==> src/rtl/core/rhsv_pkg.sv <==
// Shared types and constants for the RGB to HSV converter.
// No dependencies; imported by every module of the block.
package rhsv_pkg;

    localparam int CH_W   = 8;              // colour channel width
    localparam int HUE_W  = 15;             // hue, degrees * 64
    localparam int QUO_W  = 12;             // quotient bits, one per divider stage
    localparam int REM_W  = 20;             // dividend / partial remainder width

    localparam logic [11:0] HUE_SCALE      = 12'd3840;   // 60 degrees * 64
    localparam logic signed [15:0] HUE_FULL       = 16'sd23040;
    localparam logic signed [15:0] HUE_GREEN_BASE = 16'sd7680;
    localparam logic signed [15:0] HUE_BLUE_BASE  = 16'sd15360;

    typedef enum logic [1:0] {
        SEC_RED   = 2'd0,
        SEC_GREEN = 2'd1,
        SEC_BLUE  = 2'd2
    } sector_t;

    // fields that ride alongside the two divisions
    typedef struct packed {
        logic [CH_W-1:0] mx;
        logic            sat_zero;
        logic            hue_zero;
        logic            neg;
        sector_t         sector;
    } side_t;

    typedef struct packed {
        logic [REM_W-1:0] num_h;
        logic [CH_W-1:0]  den_h;
        logic [REM_W-1:0] num_s;
        logic [CH_W-1:0]  den_s;
        side_t            side;
    } prep_t;

    typedef struct packed {
        logic [QUO_W-1:0] q_h;
        logic [QUO_W-1:0] q_s;
        side_t            side;
    } quot_t;

endpackage

==> src/rtl/core/rhsv_prep.sv <==
// Front end: two register stages finding max, min, sector and the
// dividends for hue and saturation. Depends on rhsv_pkg.
module rhsv_prep
    import rhsv_pkg::*;
(
    input  logic            clk,
    input  logic            rst_n,
    input  logic            in_valid,
    output logic            in_ready,
    input  logic [CH_W-1:0] red_in,
    input  logic [CH_W-1:0] green_in,
    input  logic [CH_W-1:0] blue_in,
    output logic            out_valid,
    input  logic            out_ready,
    output prep_t           out_data
);

    logic            a_valid_reg;
    logic [CH_W-1:0] a_mx_reg;
    logic [CH_W-1:0] a_mn_reg;
    sector_t         a_sec_reg;
    logic            a_neg_reg;
    logic [CH_W-1:0] a_mag_reg;

    logic            b_valid_reg;
    prep_t           b_data_reg;

    logic            a_rdy;
    logic            b_rdy;

    logic [CH_W-1:0] mx_next;
    logic [CH_W-1:0] mn_next;
    sector_t         sec_next;
    logic [CH_W:0]   n_next;      // signed difference, 9 bits
    logic [CH_W-1:0] mag_next;

    prep_t           b_data_next;
    logic [CH_W-1:0] d_val;

    assign b_rdy    = !b_valid_reg || out_ready;
    assign a_rdy    = !a_valid_reg || b_rdy;
    assign in_ready = a_rdy;

    always_comb
    begin
        mx_next = red_in;
        if (green_in > mx_next)
        begin
            mx_next = green_in;
        end
        if (blue_in > mx_next)
        begin
            mx_next = blue_in;
        end
        mn_next = red_in;
        if (green_in < mn_next)
        begin
            mn_next = green_in;
        end
        if (blue_in < mn_next)
        begin
            mn_next = blue_in;
        end
        // red wins ties, then green
        if (mx_next == red_in)
        begin
            sec_next = SEC_RED;
            n_next   = {1'b0, green_in} - {1'b0, blue_in};
        end
        else if (mx_next == green_in)
        begin
            sec_next = SEC_GREEN;
            n_next   = {1'b0, blue_in} - {1'b0, red_in};
        end
        else
        begin
            sec_next = SEC_BLUE;
            n_next   = {1'b0, red_in} - {1'b0, green_in};
        end
        mag_next = n_next[CH_W] ? CH_W'(-n_next) : n_next[CH_W-1:0];
    end

    always_comb
    begin
        d_val                     = a_mx_reg - a_mn_reg;
        b_data_next.num_h         = REM_W'(a_mag_reg) * REM_W'(HUE_SCALE);
        b_data_next.den_h         = d_val;
        b_data_next.num_s         = REM_W'({d_val, 8'd0}) - REM_W'(d_val);  // d * 255
        b_data_next.den_s         = a_mx_reg;
        b_data_next.side.mx       = a_mx_reg;
        b_data_next.side.sat_zero = (a_mx_reg == '0);
        b_data_next.side.hue_zero = (d_val == '0);
        b_data_next.side.neg      = a_neg_reg;
        b_data_next.side.sector   = a_sec_reg;
    end

    always_ff @(posedge clk or negedge rst_n)
    begin
        if (!rst_n)
        begin
            a_valid_reg <= 1'b0;
            b_valid_reg <= 1'b0;
        end
        else
        begin
            if (a_rdy)
            begin
                a_valid_reg <= in_valid;
            end
            if (b_rdy)
            begin
                b_valid_reg <= a_valid_reg;
            end
        end
    end

    always_ff @(posedge clk)
    begin
        if (a_rdy && in_valid)
        begin
            a_mx_reg  <= mx_next;
            a_mn_reg  <= mn_next;
            a_sec_reg <= sec_next;
            a_neg_reg <= n_next[CH_W];
            a_mag_reg <= mag_next;
        end
        if (b_rdy && a_valid_reg)
        begin
            b_data_reg <= b_data_next;
        end
    end

    assign out_valid = b_valid_reg;
    assign out_data  = b_data_reg;

endmodule

==> src/rtl/core/rhsv_div.sv <==
// Pipelined restoring divider, two lanes in lockstep (hue and saturation),
// one quotient bit per stage. Depends on rhsv_pkg.
module rhsv_div
    import rhsv_pkg::*;
(
    input  logic  clk,
    input  logic  rst_n,
    input  logic  in_valid,
    output logic  in_ready,
    input  prep_t in_data,
    output logic  out_valid,
    input  logic  out_ready,
    output quot_t out_data
);

    logic             valid_reg [QUO_W];
    logic [REM_W-1:0] rem_h_reg [QUO_W];
    logic [REM_W-1:0] rem_s_reg [QUO_W];
    logic [CH_W-1:0]  den_h_reg [QUO_W];
    logic [CH_W-1:0]  den_s_reg [QUO_W];
    logic [QUO_W-1:0] q_h_reg   [QUO_W];
    logic [QUO_W-1:0] q_s_reg   [QUO_W];
    side_t            side_reg  [QUO_W];

    logic             rdy [QUO_W+1];

    assign rdy[QUO_W] = out_ready;
    assign in_ready   = rdy[0];

    genvar k;
    generate
        for (k = 0; k < QUO_W; k++)
        begin : g_stage
            localparam int BIT = QUO_W - 1 - k;

            logic             src_valid;
            logic [REM_W-1:0] src_rem_h;
            logic [REM_W-1:0] src_rem_s;
            logic [CH_W-1:0]  src_den_h;
            logic [CH_W-1:0]  src_den_s;
            logic [QUO_W-1:0] src_q_h;
            logic [QUO_W-1:0] src_q_s;
            side_t            src_side;

            logic [REM_W-1:0] trial_h;
            logic [REM_W-1:0] trial_s;
            logic             ge_h;
            logic             ge_s;

            if (k == 0)
            begin : g_first
                assign src_valid = in_valid;
                assign src_rem_h = in_data.num_h;
                assign src_rem_s = in_data.num_s;
                assign src_den_h = in_data.den_h;
                assign src_den_s = in_data.den_s;
                assign src_q_h   = '0;
                assign src_q_s   = '0;
                assign src_side  = in_data.side;
            end
            else
            begin : g_next
                assign src_valid = valid_reg[k-1];
                assign src_rem_h = rem_h_reg[k-1];
                assign src_rem_s = rem_s_reg[k-1];
                assign src_den_h = den_h_reg[k-1];
                assign src_den_s = den_s_reg[k-1];
                assign src_q_h   = q_h_reg[k-1];
                assign src_q_s   = q_s_reg[k-1];
                assign src_side  = side_reg[k-1];
            end

            assign trial_h = REM_W'(src_den_h) << BIT;
            assign trial_s = REM_W'(src_den_s) << BIT;
            assign ge_h    = (src_rem_h >= trial_h);
            assign ge_s    = (src_rem_s >= trial_s);

            assign rdy[k] = !valid_reg[k] || rdy[k+1];

            always_ff @(posedge clk or negedge rst_n)
            begin
                if (!rst_n)
                begin
                    valid_reg[k] <= 1'b0;
                end
                else if (rdy[k])
                begin
                    valid_reg[k] <= src_valid;
                end
            end

            always_ff @(posedge clk)
            begin
                if (rdy[k] && src_valid)
                begin
                    rem_h_reg[k] <= ge_h ? (src_rem_h - trial_h) : src_rem_h;
                    rem_s_reg[k] <= ge_s ? (src_rem_s - trial_s) : src_rem_s;
                    den_h_reg[k] <= src_den_h;
                    den_s_reg[k] <= src_den_s;
                    q_h_reg[k]   <= src_q_h | (QUO_W'(ge_h) << BIT);
                    q_s_reg[k]   <= src_q_s | (QUO_W'(ge_s) << BIT);
                    side_reg[k]  <= src_side;
                end
            end
        end
    endgenerate

    assign out_valid     = valid_reg[QUO_W-1];
    assign out_data.q_h  = q_h_reg[QUO_W-1];
    assign out_data.q_s  = q_s_reg[QUO_W-1];
    assign out_data.side = side_reg[QUO_W-1];

endmodule

==> src/rtl/core/rhsv_post.sv <==
// Back end: sign and sector offset on the hue, wrap, special cases,
// and the output register. Depends on rhsv_pkg.
module rhsv_post
    import rhsv_pkg::*;
(
    input  logic             clk,
    input  logic             rst_n,
    input  logic             in_valid,
    output logic             in_ready,
    input  quot_t            in_data,
    output logic             out_valid,
    input  logic             out_ready,
    output logic [HUE_W-1:0] hue_out,
    output logic [CH_W-1:0]  saturation_out,
    output logic [CH_W-1:0]  value_out
);

    logic             valid_reg;
    logic [HUE_W-1:0] hue_reg;
    logic [CH_W-1:0]  sat_reg;
    logic [CH_W-1:0]  val_reg;

    logic signed [15:0] h_q;
    logic signed [15:0] h_base;
    logic signed [15:0] h_sum;
    logic [HUE_W-1:0]   hue_next;
    logic [CH_W-1:0]    sat_next;

    assign in_ready = !valid_reg || out_ready;

    always_comb
    begin
        h_q = $signed(16'(in_data.q_h));
        if (in_data.side.neg)
        begin
            h_q = -h_q;
        end
        case (in_data.side.sector)
            SEC_RED:   h_base = 16'sd0;
            SEC_GREEN: h_base = HUE_GREEN_BASE;
            SEC_BLUE:  h_base = HUE_BLUE_BASE;
            default:   h_base = 16'sd0;
        endcase
        h_sum = h_q + h_base;
        if (h_sum < 16'sd0)
        begin
            h_sum = h_sum + HUE_FULL;
        end
        hue_next = in_data.side.hue_zero ? '0 : h_sum[HUE_W-1:0];
        sat_next = in_data.side.sat_zero ? '0 : in_data.q_s[CH_W-1:0];
    end

    always_ff @(posedge clk or negedge rst_n)
    begin
        if (!rst_n)
        begin
            valid_reg <= 1'b0;
        end
        else if (in_ready)
        begin
            valid_reg <= in_valid;
        end
    end

    always_ff @(posedge clk)
    begin
        if (in_ready && in_valid)
        begin
            hue_reg <= hue_next;
            sat_reg <= sat_next;
            val_reg <= in_data.side.mx;
        end
    end

    assign out_valid      = valid_reg;
    assign hue_out        = hue_reg;
    assign saturation_out = sat_reg;
    assign value_out      = val_reg;

endmodule

==> src/rtl/core/rgb_to_hsv_converter_top.sv <==
// RGB to HSV converter, top level.
// Depends on rhsv_pkg, rhsv_prep, rhsv_div and rhsv_post.
//
// Use:
//   s_* carries one 8-bit RGB pixel per request, m_* one HSV result per
//   request. A request moves on a rising edge with tvalid and tready high.
//   Hue is degrees * 64 (0..23039), saturation floor(d*255/max), value the
//   largest channel.
// Pipeline: 2 front-end stages, 12 divider stages, 1 output register.
// Throughput: one pixel per cycle while m_tready does not stall the
//   output; both divisions run in a 12-stage restoring divider pipeline,
//   one quotient bit per stage.
// Reset: rst_n clears every stage valid bit; the pipeline comes up empty.
// Stall: each stage holds its request while the one after it is full and
//   stalled, so empty stages still fill; s_tready falls only once every
//   stage holds a pixel. Nothing is dropped or repeated.
// No state is kept between pixels.
module rgb_to_hsv_converter_top
    import rhsv_pkg::*;
(
    input  logic        clk,
    input  logic        rst_n,
    input  logic        s_tvalid,
    output logic        s_tready,
    input  logic [23:0] s_tdata,   // red_in[7:0], green_in[15:8], blue_in[23:16]
    output logic        m_tvalid,
    input  logic        m_tready,
    output logic [31:0] m_tdata    // hue_out[14:0], saturation_out[22:15],
                                   // value_out[30:23], zero[31]
);

    logic             prep_valid;
    logic             prep_ready;
    prep_t            prep_data;
    logic             div_valid;
    logic             div_ready;
    quot_t            div_data;
    logic [HUE_W-1:0] hue;
    logic [CH_W-1:0]  sat;
    logic [CH_W-1:0]  val;

    rhsv_prep u_prep
    (
        .clk       (clk),
        .rst_n     (rst_n),
        .in_valid  (s_tvalid),
        .in_ready  (s_tready),
        .red_in    (s_tdata[7:0]),
        .green_in  (s_tdata[15:8]),
        .blue_in   (s_tdata[23:16]),
        .out_valid (prep_valid),
        .out_ready (prep_ready),
        .out_data  (prep_data)
    );

    rhsv_div u_div
    (
        .clk       (clk),
        .rst_n     (rst_n),
        .in_valid  (prep_valid),
        .in_ready  (prep_ready),
        .in_data   (prep_data),
        .out_valid (div_valid),
        .out_ready (div_ready),
        .out_data  (div_data)
    );

    rhsv_post u_post
    (
        .clk            (clk),
        .rst_n          (rst_n),
        .in_valid       (div_valid),
        .in_ready       (div_ready),
        .in_data        (div_data),
        .out_valid      (m_tvalid),
        .out_ready      (m_tready),
        .hue_out        (hue),
        .saturation_out (sat),
        .value_out      (val)
    );

    assign m_tdata = {1'b0, val, sat, hue};

endmodule
==> config.mk <==
export PLATFORM = sky130hd
export DESIGN_NAME = rgb_to_hsv_converter_top
export DESIGN_NICKNAME = d
export VERILOG_FILES = /design/src/rtl/core/rhsv_pkg.sv /design/src/rtl/core/rhsv_prep.sv /design/src/rtl/core/rhsv_div.sv /design/src/rtl/core/rhsv_post.sv /design/src/rtl/core/rgb_to_hsv_converter_top.sv
export SDC_FILE = /design/constraint.sdc
export NUM_CORES = 1
export LEC_CHECK = 0
export ABC_AREA = 1
export BUFFER_PORTS_ARGS = -buffer_cell sky130_fd_sc_hd__buf_4
export CAP_MARGIN = 5
export CORE_AREA = 2 2 370 372
export CTS_CLUSTER_SIZE = 16
export DETAILED_ROUTE_END_ITERATION = 10
export DIE_AREA = 0 0 372 374
export SLEW_MARGIN = 25
export SYNTH_ARGS = -nofsm -noshare
export SYNTH_HDL_FRONTEND = slang
export SYNTH_HIERARCHICAL = 1
export SYNTH_SLANG_ARGS = --single-unit
==> constraint.sdc <==
create_clock -name clk -period 5 [get_ports clk]
set_clock_uncertainty 0.2 [all_clocks]
set_input_delay 0.25 -clock clk [delete_from_list [all_inputs] [get_ports clk]]
set_output_delay 0.25 -clock clk [all_outputs]
set_load 0.01 [all_outputs]
Word-level counts from Yosys, hierarchy flattened
Memory sizes are Yosys's and may differ from the RTL's. A register that Yosys moved wholly into a read port is not among the register bits.
Index checks and enable logic that the tools add are counted.

storage, ports and cells
  word-level logic and storage cells = 232
  memory bits (read-only) = 0
  bits in writable memories = 1116
  input port bits = 28
  bits in latches = 0
  memories kept = 7
  register bits after elaboration = 118

memories
  name             depth  bits a word  rd ports  clocked after memory_dff  write ports  RTL line        text
  u_div.rem_h_reg  12     20           11        0                         12           rhsv_div.sv:17  logic [REM_W-1:0] rem_h_reg [QUO_W];
  u_div.rem_s_reg  12     20           11        0                         12           rhsv_div.sv:18  logic [REM_W-1:0] rem_s_reg [QUO_W];
  u_div.side_reg   12     13           12        0                         12           rhsv_div.sv:23  side_t side_reg [QUO_W];
  u_div.q_h_reg    12     12           12        0                         12           rhsv_div.sv:21  logic [QUO_W-1:0] q_h_reg [QUO_W];
  u_div.q_s_reg    12     12           12        1                         12           rhsv_div.sv:22  logic [QUO_W-1:0] q_s_reg [QUO_W];
  u_div.den_h_reg  12     8            11        0                         12           rhsv_div.sv:19  logic [CH_W-1:0] den_h_reg [QUO_W];
  +1 memories      n/a    n/a          n/a       n/a                       n/a          n/a

operators by class
  multiplexer cells = 59
  bitwise gates (word level) = 22
  multipliers = 1
  eq/ne operators = 4
  reductions and logical operators = 47
  add/subtract/negate cells = 33
  shifts and indexed selects = 0
  divide/modulo/power cells = 0
  $lt $le $gt $ge = 29

operator list
  kind                                              number
  20-bit 2-to-1 mux                                 24
  20-bit by 10-bit >= comparator with 1-bit output  2
  20-bit by 11-bit >= comparator with 1-bit output  2
  20-bit by 12-bit >= comparator with 1-bit output  2
  20-bit by 13-bit >= comparator with 1-bit output  2
  20-bit by 14-bit >= comparator with 1-bit output  2
  20-bit by 15-bit >= comparator with 1-bit output  2
  20-bit by 16-bit >= comparator with 1-bit output  2
  20-bit by 17-bit >= comparator with 1-bit output  2
  20-bit by 18-bit >= comparator with 1-bit output  2
  20-bit by 19-bit >= comparator with 1-bit output  2
  20-bit by 8-bit >= comparator with 1-bit output   2
  20-bit by 9-bit >= comparator with 1-bit output   2
  8-bit 2-to-1 mux                                  5
  20-bit by 10-bit subtractor with 20-bit output    2
  20-bit by 11-bit subtractor with 20-bit output    2
  20-bit by 12-bit subtractor with 20-bit output    2
  20-bit by 13-bit subtractor with 20-bit output    2
  20-bit by 14-bit subtractor with 20-bit output    2
  20-bit by 15-bit subtractor with 20-bit output    2
  20-bit by 16-bit subtractor with 20-bit output    2
  20-bit by 17-bit subtractor with 20-bit output    2
  20-bit by 18-bit subtractor with 20-bit output    2
  20-bit by 19-bit subtractor with 20-bit output    2
  37 further kinds                                  122

Longest topological paths before layout
  depth in word-level cells = 17
  mapped depth = 38

Cells and area by module
Netlist, hierarchy kept.

modules (own cells, without submodules)
  module                    area each (um^2)  instances  cells an instance
  rhsv_div                  45339.7           1          4149
  rhsv_prep                 6346.1            1          738
  rhsv_post                 1911.8            1          201
  rgb_to_hsv_converter_top  11.3              1          2

Worst setup path before layout
No wires, ideal clock.

  path kind = register to register
  start point = register u_post.valid_reg, in the netlist u_post/out_valid
  end point = memory u_div.den_h_reg[7][0] (enable)
  path buffers = 0
  library setup time = 556 ps
  data arrival time = 4813 ps
  stages on the path, launching flop included = 6
  path slack = -570 ps
  path through = dfrtp_1 > nand2_1 > inv_1 > nand4_2 > nor2_2 > a21oi_1

RTL lines
  element                 RTL line         text
  start, declared         rhsv_post.sv:18  logic valid_reg;
  start signal, assigned  rhsv_post.sv:61  valid_reg <= in_valid;
  end, declared           rhsv_div.sv:19

Final worst setup path
  start point = input s_tdata[5]
  end point = register u_prep.a_mag_reg[4] (data pin)

on the way
  word-level cells in the longest chain between the ends = 9
  elaborated cells on any way between the ends = 12

ends and longest elaborated chain
  element                 RTL line                        text
  start, declared         rgb_to_hsv_converter_top.sv:25  input logic [23:0] s_tdata,
  8-bit > comparator      rhsv_prep.sv:47                 if (green_in > mx_next)
  8-bit 2-to-1 mux (*)    rhsv_prep.sv:47
  8-bit > comparator      rhsv_prep.sv:51                 if (blue_in > mx_next)
  8-bit 2-to-1 mux (*)    rhsv_prep.sv:51
  net u_prep.mx_next[6]   rhsv_prep.sv:31                 logic [CH_W-1:0] mx_next;
  8-bit equality test     rhsv_prep.sv:70                 else if (mx_next == green_in)
  9-bit 2-to-1 mux        rhsv_prep.sv:70
  9-bit 2-to-1 mux (*)    rhsv_prep.sv:65                 if (mx_next == red_in)
  8-bit negation          rhsv_prep.sv:80                 mag_next = n_next[CH_W] ? CH_W'(-n_next) : n_next[CH_W-1:0];
  8-bit 2-to-1 mux (*)    rhsv_prep.sv:80
  net u_prep.mag_next[4]  rhsv_prep.sv:35                 logic [CH_W-1:0] mag_next;
  end signal, assigned    rhsv_prep.sv:125                a_mag_reg <= mag_next;
  end, declared           rhsv_prep.sv:23                 logic [CH_W-1:0] a_mag_reg;

The timed path passes the listed nets; every way through them passes the cells marked *.
A chain may end at the register's enable or synchronous reset.

==> results.yml <==
drt:
  wl_per_cell_microns: 15.0
  drtIter0Drc: 1690
  drc: 0
  vias: 33955
  routed_wl_mm: 107
  ant_nets: 0
  drt_pre_antenna_iters: 5
  vias_per_cell: 4.78
floorplan:
  start_util_pct: 38.8
  core_area_sq_mm: 0.135
  die_y_microns: 374
  pin_count: 62
  fp-row-count: 135
  dieArea_sq_mm: 0.139
  die_w_microns: 372
cts:
  cts_buffers: 105
  clk_path_buf_depth: 3
  clock_latency_ps: 700
  htree_levels: 3
  root_buffer: "clkbuf_16"
  cts_tree: "built"
  clkTransAtPathRegs_ps: 60
  cts.sinks: 1008
min_path:
  worstHoldStart: "s_tdata[11]"
  hold_depth: 6
  hold_path_class: "input port to flip-flop"
  hold_path_end: "u_prep/a_mx_reg[3]"
place:
  dpl_cell_area_sq_mm: 0.0549
  place_congestion: 0.889
  port_buffers: 60
  dpl.hpwl_mm: 83.3
setup_path:
  cp-end-kind: "flip-flop"
  worstSetupPathType: "input port to flip-flop"
  r2r_cells: 13
  worstPathArrival_ps: 4910
  cpMaxStageDelayCell: "dlygate4sd3_1"
  timing.rr.start: "u_prep/a_mag_reg[2]"
  max_stage_delay_ps: 530
  critPathMaxFanout: 12
  r2r_end: "u_prep/out_data[67]"
  startpoint_type: "input port"
  r2r_setup_slack_ps: 1570
  cp.required_ps: 5250
power:
  powerDensity_mw_per_mm2: 632
  p_leak_uw: 0.0242
  peakVddDrop_mv: 0.331
  power_uw: 37100
final_layout:
  syn_to_final_growth_pct: 12.2
  post-route-cell-area_sq_mm: 0.0587
  final_layout_size_suffix_gt1_share_pct: 9.45
  diodes: 0
  nets: 5564
sta:
  slew_violations: 0
  fmax_ghz: 0.215
  worstMarginPinSlew_ps: 933
  setup_tns_ps: 0
  layout_min_cycle_time_ps: 4660
  final_hold_viol_count: 0
  finalCritPeriodShare_pct: 93.2
  setup_viol: 0
  maxSlewHeadroom_pct: 37.8
synth:
  syn_inst: 5048
  yosys_warnings: 6
  syn-mean-instance-area_sq_um: 10.4
  synthesis.area_sq_mm: 0.0523
global_route:
  grt_pass1_vias: 34036
  grt_start_max_net_pins: 76
  antenna_found_initial: 0
  grt_pass1_wl_mm: 174
  grt_overflow: 0
  grt_use_total_pct: 15.5
status:
  status: "finished clean"
job:
  cap_viol_max_count: 0
report_power, final:
part | switching, uW | internal (uW)
registers | 1520 | 13200
logic | 9160 | 5430
clock network | 3250 | 4540
per-layer routing:
metal | wire length (microns) | global-route usage (%) | vias up
met4 | 3450 | 5.85 | 0
met1 | 44400 | 17.8 | 15782
met3 | 2950 | 1.84 | 197
met2 | 56100 | 28.9 | 483
li1 | - | - | 17493
met5 | 0 | 0 | -
cell usage in the layout (no fill, tap or decap), drive strengths merged, types with 4 or more instances in the layout:
| master | n |
|---|---|
| nor4 | 16 |
| a211oi | 4 |
| dlygate4sd3 | 27 |
| clkinv | 46 |
| nand3 | 267 |
| edfxtp | 993 |
| or2 | 29 |
| dfrtp | 15 |
| nand2 | 1135 |
| nand4 | 86 |
| xor2 | 98 |
| o211ai | 13 |
| nor2 | 482 |
| nand3b | 43 |
| nor3 | 78 |
| inv | 723 |
| ha | 264 |
| and3 | 6 |
| a21boi | 8 |
| fa | 40 |
| xnor2 | 88 |
| a31oi | 9 |
| a21oi | 259 |
| o21bai | 17 |
| bufinv | 11 |
| a21o | 25 |
| clkinvlp | 6 |
| clkbuf | 128 |
| buf | 102 |
| conb | 10 |
| o21ai | 275 |
metrics by stage:
step / util (%) / hold WS, ps / worst slack (ps) / instances
2_1_floorplan: - / -246 / 91.4 / 5056
5_1_grt: 43.5 / 97.8 / -6.89 / 7101
6_report: 43.5 / 92.9 / 340 / 7101
4_1_cts: 43.4 / 12.7 / 331 / 7094
3_5_place_dp: 40.7 / -80.4 / 62.4 / 6872
3_3_place_gp: 40.7 / -81.5 / 62.7 / 6872
worst max-delay path, delay by kind of cell:
family / cells / cell delay [ps]
buffers and inverters: 4 / 870
AND/OR/NAND/NOR: 19 / 2390
AO/OA/AOI/OAI: 2 / 360
adder cells (fa/ha/maj): 3 / 870
XOR/XNOR: 1 / 160
how the worst max path moves through the flow:
stage	from	to	slack [ps]
after floorplan	u_post/out_valid	u_div/den_h_reg[8][0]	90
after global placement	s_tdata[12]	u_prep/a_mag_reg[6]	60
after detailed placement	s_tdata[12]	u_prep/a_mag_reg[4]	60
after CTS	s_tdata[4]	u_prep/a_mag_reg[6]	330
after global routing	s_tdata[6]	u_prep/a_mag_reg[4]	-7
final	s_tdata[5]	u_prep/a_mag_reg[4]	340
final cells by class:
class,instances,area [sq um]
inverter,719,2720
timing repair buffer,129,1080
tap,1781,2230
clock buffer,128,2780
sequential,1008,30200
clock inverter,67,694
fill,12717,76200
multi-input combinational,3269,19000
what timing repair did:
item | CTS | global route
endpoints found under the setup margin | 0 | 6
hold buffers | 27 | 0
endpoints found under the hold margin | 39 | 0
buffers inserted | 0 | 6
gates resized for setup | 0 | 6
(Power assumes the default switching activity.)
